File: config.mk
export PLATFORM = sky130hd
export DESIGN_NAME = unsolicited_code_detector
export DESIGN_NICKNAME = d
export VERILOG_FILES = /design/src/rtl/ucd_pkg.sv /design/src/rtl/ucd_front.sv /design/src/rtl/ucd_queue.sv /design/src/rtl/unsolicited_code_detector.sv
export SDC_FILE = /design/constraint.sdc
export NUM_CORES = 2
export LEC_CHECK = 0
export BUFFER_PORTS_ARGS = -buffer_cell sky130_fd_sc_hd__buf_2
export CAP_MARGIN = 40
export CORE_ASPECT_RATIO = 1.2
export CORE_MARGIN = 3
export CORE_UTILIZATION = 45
export CTS_BUF_LIST = sky130_fd_sc_hd__clkbuf_2
export CTS_CLUSTER_SIZE = 28
export DETAILED_ROUTE_END_ITERATION = 10
export REMOVE_ABC_BUFFERS = 1
export SLEW_MARGIN = 10
export SYNTH_ARGS = -nofsm -noshare
export SYNTH_HDL_FRONTEND = slang
export SYNTH_SLANG_ARGS = --single-unit
File: constraint.sdc
create_clock -name clk -period 32.6 [get_ports clk]
set_input_delay 8.15 -clock clk [delete_from_list [all_inputs] [get_ports clk]]
set_output_delay 8.15 -clock clk [all_outputs]
set_load 0.02 [all_outputs]
File: src/rtl/ucd_pkg.sv
`timescale 1ns / 1ps
// ----------------------------------------------------------------------------
// ucd_pkg: shared types, constants and helpers of the code detector
// Sizes, register indexes, result codes and the pattern compare functions.
// ----------------------------------------------------------------------------
package ucd_pkg;

    // Block sizes
    localparam int ENTRIES       = 3;
    localparam int CAPTURE_BYTES = 256;
    localparam int PATTERN_BYTES = 8;

    localparam int COUNT_W     = $clog2(CAPTURE_BYTES + 1);
    localparam int TICK_W      = 17;
    localparam int TIMEOUT_W   = 16;
    localparam int CFG_W       = 64;
    localparam int CFG_INDEX_W = 3;
    localparam int FILL_W      = 4;
    localparam int LENGTH_W    = 9;
    localparam int ENTRY_REGS  = 3;

    localparam logic [FILL_W-1:0]    PATTERN_FILL  = FILL_W'(PATTERN_BYTES);
    localparam logic [COUNT_W-1:0]   CAPTURE_LIMIT = COUNT_W'(CAPTURE_BYTES);
    localparam logic [TICK_W-1:0]    TICK_MAX      = {TICK_W{1'b1}};
    localparam logic [TIMEOUT_W-1:0] TIMEOUT_RESET = 16'd1000;

    // Characters and the default terminator
    localparam logic [7:0]  CHAR_CR      = 8'h0D;
    localparam logic [7:0]  CHAR_LF      = 8'h0A;
    localparam logic [63:0] CRLF_PATTERN = 64'h0000_0000_0000_0A0D;
    localparam logic [FILL_W-1:0] CRLF_LENGTH = 4'd2;

    // Register indexes
    localparam logic [CFG_INDEX_W-1:0] REG_PREFIX_A = 3'd0;
    localparam logic [CFG_INDEX_W-1:0] REG_PREFIX_B = 3'd1;
    localparam logic [CFG_INDEX_W-1:0] REG_PREFIX_C = 3'd2;
    localparam logic [CFG_INDEX_W-1:0] REG_SUFFIX_A = 3'd3;
    localparam logic [CFG_INDEX_W-1:0] REG_SUFFIX_B = 3'd4;
    localparam logic [CFG_INDEX_W-1:0] REG_SUFFIX_C = 3'd5;
    localparam logic [CFG_INDEX_W-1:0] REG_TIMEOUT  = 3'd6;

    // Input actions and result kinds
    localparam logic ACTION_BYTE = 1'b0;
    localparam logic ACTION_TICK = 1'b1;

    localparam logic [1:0] KIND_PAYLOAD  = 2'd0;
    localparam logic [1:0] KIND_COMPLETE = 2'd1;
    localparam logic [1:0] KIND_ABORT    = 2'd2;

    // Result queue
    localparam int QUEUE_DEPTH = 4;
    localparam int QCOUNT_W    = $clog2(QUEUE_DEPTH + 1);
    localparam logic [QCOUNT_W-1:0] QUEUE_ROOM_LIMIT = QCOUNT_W'(QUEUE_DEPTH - 2);

    typedef struct packed {
        logic [1:0]          kind;
        logic [7:0]          payload_byte;
        logic [1:0]          entry_index;
        logic [LENGTH_W-1:0] payload_length;
        logic                last_of_run;
    } ucd_result_t;

    // Results of one accepted item, zero to two of them
    typedef struct packed {
        logic [1:0]  count;
        ucd_result_t first;
        ucd_result_t second;
    } ucd_push_t;

    function automatic logic [7:0] byte_at(input logic [63:0] v, input logic [2:0] pos);
        byte_at = v[{pos, 3'b000} +: 8];
    endfunction

    // Count leading nonzero bytes, capped at the pattern size
    function automatic logic [FILL_W-1:0] pattern_length(input logic [63:0] p);
        logic [FILL_W-1:0] n;
        logic              stop;
        n    = '0;
        stop = 1'b0;
        for (int i = 0; i < PATTERN_BYTES; i++)
        begin
            if (!stop && (p[i*8 +: 8] != 8'h00))
                n = n + 1'b1;
            else
                stop = 1'b1;
        end
        pattern_length = n;
    endfunction

    // Newest n bytes of the history equal the n chars of the pattern
    function automatic logic tail_match(input logic [63:0] hist,
                                        input logic [FILL_W-1:0] fill,
                                        input logic [63:0] pat,
                                        input logic [FILL_W-1:0] n);
        logic              ok;
        logic [FILL_W-1:0] pos;
        ok = (n != '0) && (fill >= n);
        for (int i = 0; i < PATTERN_BYTES; i++)
        begin
            pos = n - 1'b1 - FILL_W'(i);
            if ((FILL_W'(i) < n) && (pat[i*8 +: 8] != byte_at(hist, pos[2:0])))
                ok = 1'b0;
        end
        tail_match = ok;
    endfunction

endpackage

File: src/rtl/ucd_front.sv
`timescale 1ns / 1ps
// ----------------------------------------------------------------------------
// ucd_front: line tracking, prefix match and capture control
// Holds config and line state, handles one item per cycle unless stalled, and
// hands zero to two results per item to the result queue.
// ----------------------------------------------------------------------------
module ucd_front (
    input  logic                                  clk,
    input  logic                                  rst_n,
    input  logic                                  cfg_write_en,
    input  logic [ucd_pkg::CFG_INDEX_W-1:0]       cfg_index,
    input  logic [ucd_pkg::CFG_W-1:0]             cfg_data,
    input  logic                                  in_fire,
    input  logic                                  action,
    input  logic [7:0]                            rx_byte,
    output ucd_pkg::ucd_push_t                    push
);
    import ucd_pkg::*;

    logic [63:0]          prefix_reg [ENTRY_REGS];
    logic [63:0]          suffix_reg [ENTRY_REGS];
    logic [TIMEOUT_W-1:0] timeout_reg;

    logic [63:0]        recent_reg,   recent_next;
    logic [FILL_W-1:0]  fill_reg,     fill_next;
    logic               capturing_reg, capturing_next;
    logic [1:0]         entry_reg,    entry_next;
    logic [COUNT_W-1:0] count_reg,    count_next;
    logic [TICK_W-1:0]  ticks_reg,    ticks_next;

    // Idle-side signals
    logic [63:0]        idle_base;
    logic [FILL_W-1:0]  idle_base_fill;
    logic [63:0]        idle_hist;
    logic [FILL_W-1:0]  idle_fill;
    logic               idle_hit;
    logic [1:0]         idle_entry;
    logic               idle_crlf;

    // Capture-side signals
    logic               overflow;
    logic [63:0]        suffix_raw;
    logic [FILL_W-1:0]  suffix_raw_len;
    logic [63:0]        suffix_pat;
    logic [FILL_W-1:0]  term_len;
    logic               have_exit;
    logic [FILL_W-1:0]  exit_pos;
    logic [7:0]         exit_byte;
    logic [63:0]        cap_hist;
    logic [COUNT_W-1:0] cap_count;
    logic               cap_done;
    logic               timed_out;

    ucd_result_t payload_res, complete_res, abort_res;

    // Configuration registers
    always_ff @(posedge clk or negedge rst_n)
    begin
        if (!rst_n)
        begin
            for (int i = 0; i < ENTRY_REGS; i++)
            begin
                prefix_reg[i] <= '0;
                suffix_reg[i] <= '0;
            end
            timeout_reg <= TIMEOUT_RESET;
        end
        else if (cfg_write_en)
        begin
            case (cfg_index)
                REG_PREFIX_A: prefix_reg[0] <= cfg_data;
                REG_PREFIX_B: prefix_reg[1] <= cfg_data;
                REG_PREFIX_C: prefix_reg[2] <= cfg_data;
                REG_SUFFIX_A: suffix_reg[0] <= cfg_data;
                REG_SUFFIX_B: suffix_reg[1] <= cfg_data;
                REG_SUFFIX_C: suffix_reg[2] <= cfg_data;
                REG_TIMEOUT:  timeout_reg   <= cfg_data[TIMEOUT_W-1:0];
                default: ;
            endcase
        end
    end

    // Idle path: shift the byte into the line and check prefixes in table order
    always_comb
    begin
        idle_base      = capturing_reg ? 64'd0 : recent_reg;
        idle_base_fill = capturing_reg ? '0 : fill_reg;
        idle_hist      = {idle_base[55:0], rx_byte};
        idle_fill      = (idle_base_fill < PATTERN_FILL) ? idle_base_fill + 1'b1
                                                         : idle_base_fill;
        idle_hit   = 1'b0;
        idle_entry = 2'd0;
        for (int e = ENTRIES - 1; e >= 0; e--)
        begin
            if (tail_match(idle_hist, idle_fill, prefix_reg[e],
                           pattern_length(prefix_reg[e])))
            begin
                idle_hit   = 1'b1;
                idle_entry = 2'(e);
            end
        end
        idle_crlf = (rx_byte == CHAR_LF) && (idle_fill >= 4'd2)
                    && (byte_at(idle_hist, 3'd1) == CHAR_CR);
    end

    // Capture path: delay line exit, terminator check and timeout
    always_comb
    begin
        overflow       = count_reg >= CAPTURE_LIMIT;
        suffix_raw     = suffix_reg[entry_reg];
        suffix_raw_len = pattern_length(suffix_raw);
        if (suffix_raw_len == '0)
        begin
            suffix_pat = CRLF_PATTERN;
            term_len   = CRLF_LENGTH;
        end
        else
        begin
            suffix_pat = suffix_raw;
            term_len   = suffix_raw_len;
        end
        have_exit = count_reg >= COUNT_W'(term_len);
        exit_pos  = term_len - 1'b1;
        exit_byte = byte_at(recent_reg, exit_pos[2:0]);
        cap_hist  = {recent_reg[55:0], rx_byte};
        cap_count = count_reg + 1'b1;
        cap_done  = (term_len != '0) && (cap_count >= COUNT_W'(term_len))
                    && tail_match(cap_hist, PATTERN_FILL, suffix_pat, term_len);
        timed_out = ticks_reg > TICK_W'(timeout_reg);
    end

    // Result templates
    always_comb
    begin
        payload_res                = '0;
        payload_res.kind           = KIND_PAYLOAD;
        payload_res.payload_byte   = exit_byte;
        payload_res.entry_index    = entry_reg;

        complete_res                = '0;
        complete_res.kind           = KIND_COMPLETE;
        complete_res.entry_index    = entry_reg;
        complete_res.payload_length = LENGTH_W'(cap_count - COUNT_W'(term_len));

        abort_res             = '0;
        abort_res.kind        = KIND_ABORT;
        abort_res.entry_index = entry_reg;
    end

    // Next state and results of the transfer
    always_comb
    begin
        recent_next    = recent_reg;
        fill_next      = fill_reg;
        capturing_next = capturing_reg;
        entry_next     = entry_reg;
        count_next     = count_reg;
        ticks_next     = ticks_reg;
        push           = '0;

        if (in_fire)
        begin
            if (action == ACTION_TICK)
            begin
                if (capturing_reg && (ticks_reg != TICK_MAX))
                    ticks_next = ticks_reg + 1'b1;
            end
            else if (!capturing_reg || overflow)
            begin
                if (capturing_reg)
                begin
                    push.count              = 2'd1;
                    push.first              = abort_res;
                    push.first.last_of_run  = 1'b1;
                end
                count_next = '0;
                ticks_next = '0;
                if (idle_hit)
                begin
                    capturing_next = 1'b1;
                    entry_next     = idle_entry;
                    recent_next    = '0;
                    fill_next      = '0;
                end
                else
                begin
                    capturing_next = 1'b0;
                    recent_next    = idle_hist;
                    fill_next      = idle_crlf ? '0 : idle_fill;
                end
            end
            else
            begin
                recent_next = cap_hist;
                count_next  = cap_count;
                if (cap_done)
                begin
                    if (have_exit)
                    begin
                        push.count  = 2'd2;
                        push.first  = payload_res;
                        push.second = complete_res;
                        push.second.last_of_run = 1'b1;
                    end
                    else
                    begin
                        push.count = 2'd1;
                        push.first = complete_res;
                        push.first.last_of_run = 1'b1;
                    end
                end
                else if (timed_out)
                begin
                    push.count = 2'd1;
                    push.first = abort_res;
                    push.first.last_of_run = 1'b1;
                end
                else if (have_exit)
                begin
                    push.count = 2'd1;
                    push.first = payload_res;
                    push.first.last_of_run = 1'b1;
                end
                // Drop back to an empty idle line on completion or timeout
                if (cap_done || timed_out)
                begin
                    capturing_next = 1'b0;
                    recent_next    = '0;
                    fill_next      = '0;
                    count_next     = '0;
                    ticks_next     = '0;
                end
            end
        end
    end

    // Line and capture state
    always_ff @(posedge clk or negedge rst_n)
    begin
        if (!rst_n)
        begin
            recent_reg    <= '0;
            fill_reg      <= '0;
            capturing_reg <= 1'b0;
            entry_reg     <= '0;
            count_reg     <= '0;
            ticks_reg     <= '0;
        end
        else
        begin
            recent_reg    <= recent_next;
            fill_reg      <= fill_next;
            capturing_reg <= capturing_next;
            entry_reg     <= entry_next;
            count_reg     <= count_next;
            ticks_reg     <= ticks_next;
        end
    end

endmodule

File: src/rtl/ucd_queue.sv
`timescale 1ns / 1ps
// ----------------------------------------------------------------------------
// ucd_queue: result queue between front and output channel
// Shifting register queue: up to two writes per cycle, head always at slot 0.
// ----------------------------------------------------------------------------
module ucd_queue (
    input  logic                 clk,
    input  logic                 rst_n,
    input  ucd_pkg::ucd_push_t   push,
    input  logic                 pop,
    output ucd_pkg::ucd_result_t head,
    output logic                 not_empty,
    output logic                 room
);
    import ucd_pkg::*;

    ucd_result_t          slot_reg  [QUEUE_DEPTH];
    ucd_result_t          slot_next [QUEUE_DEPTH];
    logic [QCOUNT_W-1:0]  count_reg, count_next;
    logic [QCOUNT_W-1:0]  count_popped;

    // Shift out the head on a transfer, then append new results
    always_comb
    begin
        count_popped = count_reg - QCOUNT_W'(pop);
        for (int i = 0; i < QUEUE_DEPTH; i++)
        begin
            if (pop && (i < QUEUE_DEPTH - 1))
                slot_next[i] = slot_reg[(i + 1) % QUEUE_DEPTH];
            else
                slot_next[i] = slot_reg[i];
            if ((push.count != 2'd0) && (count_popped == QCOUNT_W'(i)))
                slot_next[i] = push.first;
            if ((push.count == 2'd2) && ((count_popped + 1'b1) == QCOUNT_W'(i)))
                slot_next[i] = push.second;
        end
        count_next = count_popped + QCOUNT_W'(push.count);
    end

    // Hold results
    always_ff @(posedge clk)
    begin
        for (int i = 0; i < QUEUE_DEPTH; i++)
            slot_reg[i] <= slot_next[i];
    end

    // Track fill level
    always_ff @(posedge clk or negedge rst_n)
    begin
        if (!rst_n)
            count_reg <= '0;
        else
            count_reg <= count_next;
    end

    assign head      = slot_reg[0];
    assign not_empty = count_reg != '0;
    assign room      = count_reg <= QUEUE_ROOM_LIMIT;

endmodule

File: src/rtl/unsolicited_code_detector.sv
`timescale 1ns / 1ps
// ----------------------------------------------------------------------------
// unsolicited_code_detector: unsolicited result code detector, top level
// Front handles line tracking and capture; a four-entry result queue feeds
// the output channel so each side can stall on its own.
// ----------------------------------------------------------------------------
// An item's results are registered into the queue and offered after earlier ones.
// Throughput: one item per cycle while in_stall is low; the front has no busy state
// and the output drains one result per cycle from the queue head while not stalled.
// Input stalls while the queue holds more than two results.
// Reset clears line, capture and config state and the queue fill (timeout 1000).
module unsolicited_code_detector (
    input  logic                             clk,
    input  logic                             rst_n,
    input  logic                             cfg_write_en,
    input  logic [ucd_pkg::CFG_INDEX_W-1:0]  cfg_index,
    input  logic [ucd_pkg::CFG_W-1:0]        cfg_data,
    input  logic                             in_valid,
    output logic                             in_stall,
    input  logic                             action,
    input  logic [7:0]                       rx_byte,
    output logic                             out_valid,
    input  logic                             out_stall,
    output logic [1:0]                       kind,
    output logic [7:0]                       payload_byte,
    output logic [1:0]                       entry_index,
    output logic [ucd_pkg::LENGTH_W-1:0]     payload_length,
    output logic                             last_of_run
);
    import ucd_pkg::*;

    ucd_push_t   push;
    ucd_result_t head;
    logic        in_fire;
    logic        out_fire;
    logic        room;

    assign in_stall = !room;
    assign in_fire  = in_valid && !in_stall;
    assign out_fire = out_valid && !out_stall;

    ucd_front u_front (
        .clk          (clk),
        .rst_n        (rst_n),
        .cfg_write_en (cfg_write_en),
        .cfg_index    (cfg_index),
        .cfg_data     (cfg_data),
        .in_fire      (in_fire),
        .action       (action),
        .rx_byte      (rx_byte),
        .push         (push)
    );

    ucd_queue u_queue (
        .clk       (clk),
        .rst_n     (rst_n),
        .push      (push),
        .pop       (out_fire),
        .head      (head),
        .not_empty (out_valid),
        .room      (room)
    );

    // Drive result fields from the queue head
    assign kind           = head.kind;
    assign payload_byte   = head.payload_byte;
    assign entry_index    = head.entry_index;
    assign payload_length = head.payload_length;
    assign last_of_run    = head.last_of_run;

endmodule
==> results by stage <==
Clock tree:
- The buffers inserted during post-CTS setup optimization is 0.
- The number of buffers added to fix hold violations after cts is 0.
- Clock tree synthesis inserted a total of 152 buffers.
- CTS placed an instance of sky130_fd_sc_hd__clkbuf_2 at the clock tree root.
- The clock drives 588 sinks.
- The CTS tree is done.
- The clock transition time at the flip-flop clock pins of the worst setup and hold paths is 0.10 ns.
- The post-cts gate resize count is 0.
- The largest buffer count on any clock path is 3.
- The clock tree synthesis step divided the H-tree into 4 levels.
- The later pin in the worst-skew pair is clocked with a latency of 1.42 ns.

Routing:
- The final routed DRC violation total is 0.
- The final route contains 33906 vias.
- The vias per cell is 6.26.
- After detailed routing, the total wire length is 151000 um.
- Before antenna repair, the detailed router went through 6 iterations.
- The starting DRC count in detailed routing is 3289.
- The per-cell routed wire length is 27.9 um.
- Once detail routing completed, the nets flagged for antenna violations numbered 0.

Worst setup path:
- The number of cells on the worst reg-to-reg path is 45.
- The setup path with the least slack is of type reg2reg.
- The critical path endpoint category is a flip-flop.
- The kind of start point of the critical path is a flip-flop.
- The critical path contains buffers and inverters numbering 9 combined.
- For this design, the slowest cell found on the critical path is sky130_fd_sc_hd__dfrtp_4.
- The worst register-to-register path begins at u_front.entry_reg[1].
- The endpoint required time on the critical path is 33.72 ns.
- Broken down by cell family, the worst path's largest delay share belongs to compound AO/OA/AOI/OAI gates.
- The register-to-register path setup slack is 18.38 ns.
- Data on the critical path arrives at its endpoint at 15.35 ns.
- The endpoint of the most critical register-to-register path is u_queue.slot_reg[0][2].
- The maximum net fanout on the critical path is 62.
- For this run, the slowest stage of the critical path takes 0.84 ns.

STA:
- In the finished design, the share of the clock period the worst path needs comes to 43.6%.
- The final critical path time including I/O delays and setup is 14.22 ns.
- The post-route setup TNS is 0 ns.
- The relative slew slack is 32.9%.
- On the final layout, the worst clock skew is 0.109 ns.
- The max-slew violation count is 0.
- Setup repair after global routing left no endpoint under its margin.
- The hold violation count in the final report is 0.
- Hold timing on the final database bottoms out at a slack of 0.482 ns.
- At the pin with the least slew margin, the transition time is 1.01 ns.
- Timing would allow up to 0.0703 GHz.
- The total of endpoints with negative setup slack in the final report is 0.

Die:
- The die is 288 um wide.
- The die height is 344 um.
- The initialized floorplan defines 123 standard-cell rows.
- The core outline area is 94000 sq um.
- The number of placed I/O pins is 105.
- The die covers 98900 sq um.
- Once the floorplan was initialized, standard cells occupied 45.5% of the core.

Outcome:
- The flow ran to the end, and the final reports show no timing, DRC or antenna violations.

Placement:
- The count of buffers added on input and output ports is 104.
- At the end of routability-driven placement, the weighted congestion stood at 0.988.
- The HPWL after detailed placement is 113000 um.

Hold path:
- The worst hold path terminates at u_queue.slot_reg[3][12].
- The classification of the worst-slack hold path is reg2reg.
- The launch instance of the worst min-delay path is u_queue.slot_reg[3][12].
- Along the worst hold path, the cell count comes to 2.

GRT:
- The met1 track demand over resource in global routing is 38.6%.
- The initial antenna violation count is 5.
- Global routing consumed, on the met2 layer, 47.5% of the routing resources.
- The maximum number of pins on one net before global-route repair is 177.
- The number of global-route vias before repair is 32784.
- The layer with the highest usage after global routing is met2.
- The first global-routing pass estimated 220000 um of wire.
- Global routing used 30.2% of the available tracks across all layers.
- The total overflow reported by the global router is 0.
- The met3 demand-to-capacity share in global routing is 5.55%.

Logic synthesis:
- The post-synthesis register bit count is 588.
- In the post-synthesis netlist, the biggest area contributors are sky130_fd_sc_hd__dfrtp_1 (29%), sky130_fd_sc_hd__mux2i_1 (14%), sky130_fd_sc_hd__mux2_2 (12%), sky130_fd_sc_hd__mux4_2 (7.8%), sky130_fd_sc_hd__edfxtp_1 (3.6%).
- The count of unique library cells instantiated by Yosys is 101.
- The most common cell in the synthesized netlist is sky130_fd_sc_hd__mux2i_1.
- The cell type with the largest total area after synthesis is sky130_fd_sc_hd__dfrtp_1.
- During synthesis, Yosys emitted a total of 0 warnings.
- The average instance in the mapped netlist occupies 10.8 sq um.
- The predominant post-synthesis flop cell is sky130_fd_sc_hd__dfrtp_1.
- The synthesized area is 42800 sq um.
- In this run, synthesis inferred 52 flip-flops with an integrated enable.
- The top cell type's share of synthesized area is 28.9%.
- The synthesized netlist cell count is 3961.
- In the synthesized netlist, the cells that appear most often are sky130_fd_sc_hd__mux2i_1 (596), sky130_fd_sc_hd__dfrtp_1 (494), sky130_fd_sc_hd__mux2_2 (440).
- The share of the Yosys chip area taken by registers is 34.6%.
- In the synthesized netlist the async set-or-reset flop fraction comes to 85.0%.

Finish:
- Cells fill 49.3% of the core in the end.
- In the final layout, flip-flops and latches occupy 14800 sq um.
- The synthesis-to-finish area growth is 8.34%.
- The fraction of layout cells with a size suffix above 1 is 27.6%.
- The filler cell count in the final layout is 8716.
- The layout net count is 4215.
- Summing all multi-input logic gate instances after layout gives 26600 sq um.

Job:
- Across the run, the number of max-cap violations was 0.
## placed cells by master, fill, tap and decap left out, types with 10 or more instances in the layout
cell type and n:
sky130_fd_sc_hd__a211oi_1 36, sky130_fd_sc_hd__edfxtp_1 52, sky130_fd_sc_hd__inv_1 73, sky130_fd_sc_hd__o2bb2ai_1 35
sky130_fd_sc_hd__xor2_1 106, sky130_fd_sc_hd__buf_4 108, sky130_fd_sc_hd__nand2_1 204, sky130_fd_sc_hd__a31oi_1 16
sky130_fd_sc_hd__or4_1 25, sky130_fd_sc_hd__ha_1 71, sky130_fd_sc_hd__a22o_1 69, sky130_fd_sc_hd__a21boi_0 10
sky130_fd_sc_hd__a21oi_1 146, sky130_fd_sc_hd__dfxtp_1 36, sky130_fd_sc_hd__and2_1 16, sky130_fd_sc_hd__nor2b_1 80
sky130_fd_sc_hd__mux2_2 440, sky130_fd_sc_hd__or3_1 10, sky130_fd_sc_hd__o211ai_1 10, sky130_fd_sc_hd__a21o_1 30
sky130_fd_sc_hd__nand3_1 38, sky130_fd_sc_hd__nor3_1 58, sky130_fd_sc_hd__clkbuf_2 221, sky130_fd_sc_hd__dfrtp_1 491
sky130_fd_sc_hd__nand2b_1 17, sky130_fd_sc_hd__mux2i_1 596, sky130_fd_sc_hd__nor4_1 79, sky130_fd_sc_hd__a211o_1 16
sky130_fd_sc_hd__and3_1 18, sky130_fd_sc_hd__a2bb2oi_1 28, sky130_fd_sc_hd__nand4_1 36, sky130_fd_sc_hd__mux4_2 149
sky130_fd_sc_hd__o21ai_0 95, sky130_fd_sc_hd__buf_2 105, sky130_fd_sc_hd__xnor2_1 169, sky130_fd_sc_hd__nor2_1 216
sky130_fd_sc_hd__or2_2 11, sky130_fd_sc_hd__clkinv_1 19
## cell families after synthesis
| group | share of synthesized area, % |
|---|---|
| buf+inv | 3.74 |
| flops | 34.6 |
| fa+ha+maj | 2.31 |
| xor+xnor | 6.07 |
| simple gates | 10.2 |
| mux | 33.5 |
| compound gates | 9.61 |
## tightest hold or removal path, delay by kind of cell (launching register included)
kind | cells | cell delay (ns)
and+or+nand+nor | 1 | 0.06
AOI/OAI and AO/OA | 1 | 0.05
DFF | 1 | 0.34
## worst max path at each step
stage | startpoint | to | slack (ns) | cells past startpoint
3_5_place_dp | u_front.entry_reg[1] | u_queue.slot_reg[0][5] | 18.49 | 44
4_1_cts | u_front.entry_reg[1] | u_queue.slot_reg[0][5] | 18.41 | 44
2_1_floorplan | u_front.prefix_reg[169] | u_front.recent_reg[10] | 15.61 | 20
6_report | u_front.entry_reg[1] | u_queue.slot_reg[0][2] | 18.38 | 45
3_3_place_gp | u_front.entry_reg[1] | u_queue.slot_reg[0][10] | 18.33 | 44
5_1_grt | u_front.entry_reg[1] | u_queue.slot_reg[0][2] | 17.46 | 45
## layer usage
metal / vias to the layer above / part of all wire [%]
met5: - / 0.0086
met4: 2 / 6.9
met3: 388 / 7.3
met2: 1472 / 46
met1: 17017 / 40
li1: 15027 / -
## area by class of cell
cell class | instances | share of cell area, %
antenna | 5 | 0.0270
multi-input combinational | 3005 | 57.3
clock inverter | 37 | 0.658
sequential | 588 | 31.9
timing repair buffer | 233 | 3.66
tap | 1250 | 3.37
clock buffer | 221 | 2.38
inverter | 77 | 0.626
## metrics by stage
stage          std cells  cell area (sq um)  worst slack, ns
2_1_floorplan       3670              41500            15.61
3_3_place_gp        5120              44500            18.33
3_5_place_dp        5152              44900            18.49
4_1_cts             5410              46400            18.41
5_1_grt             5416              46400            17.46
6_report            5416              46400            18.38
Power is not shown: default switching activity piles up to over one toggle a cycle in this logic, so the estimate is an artifact.
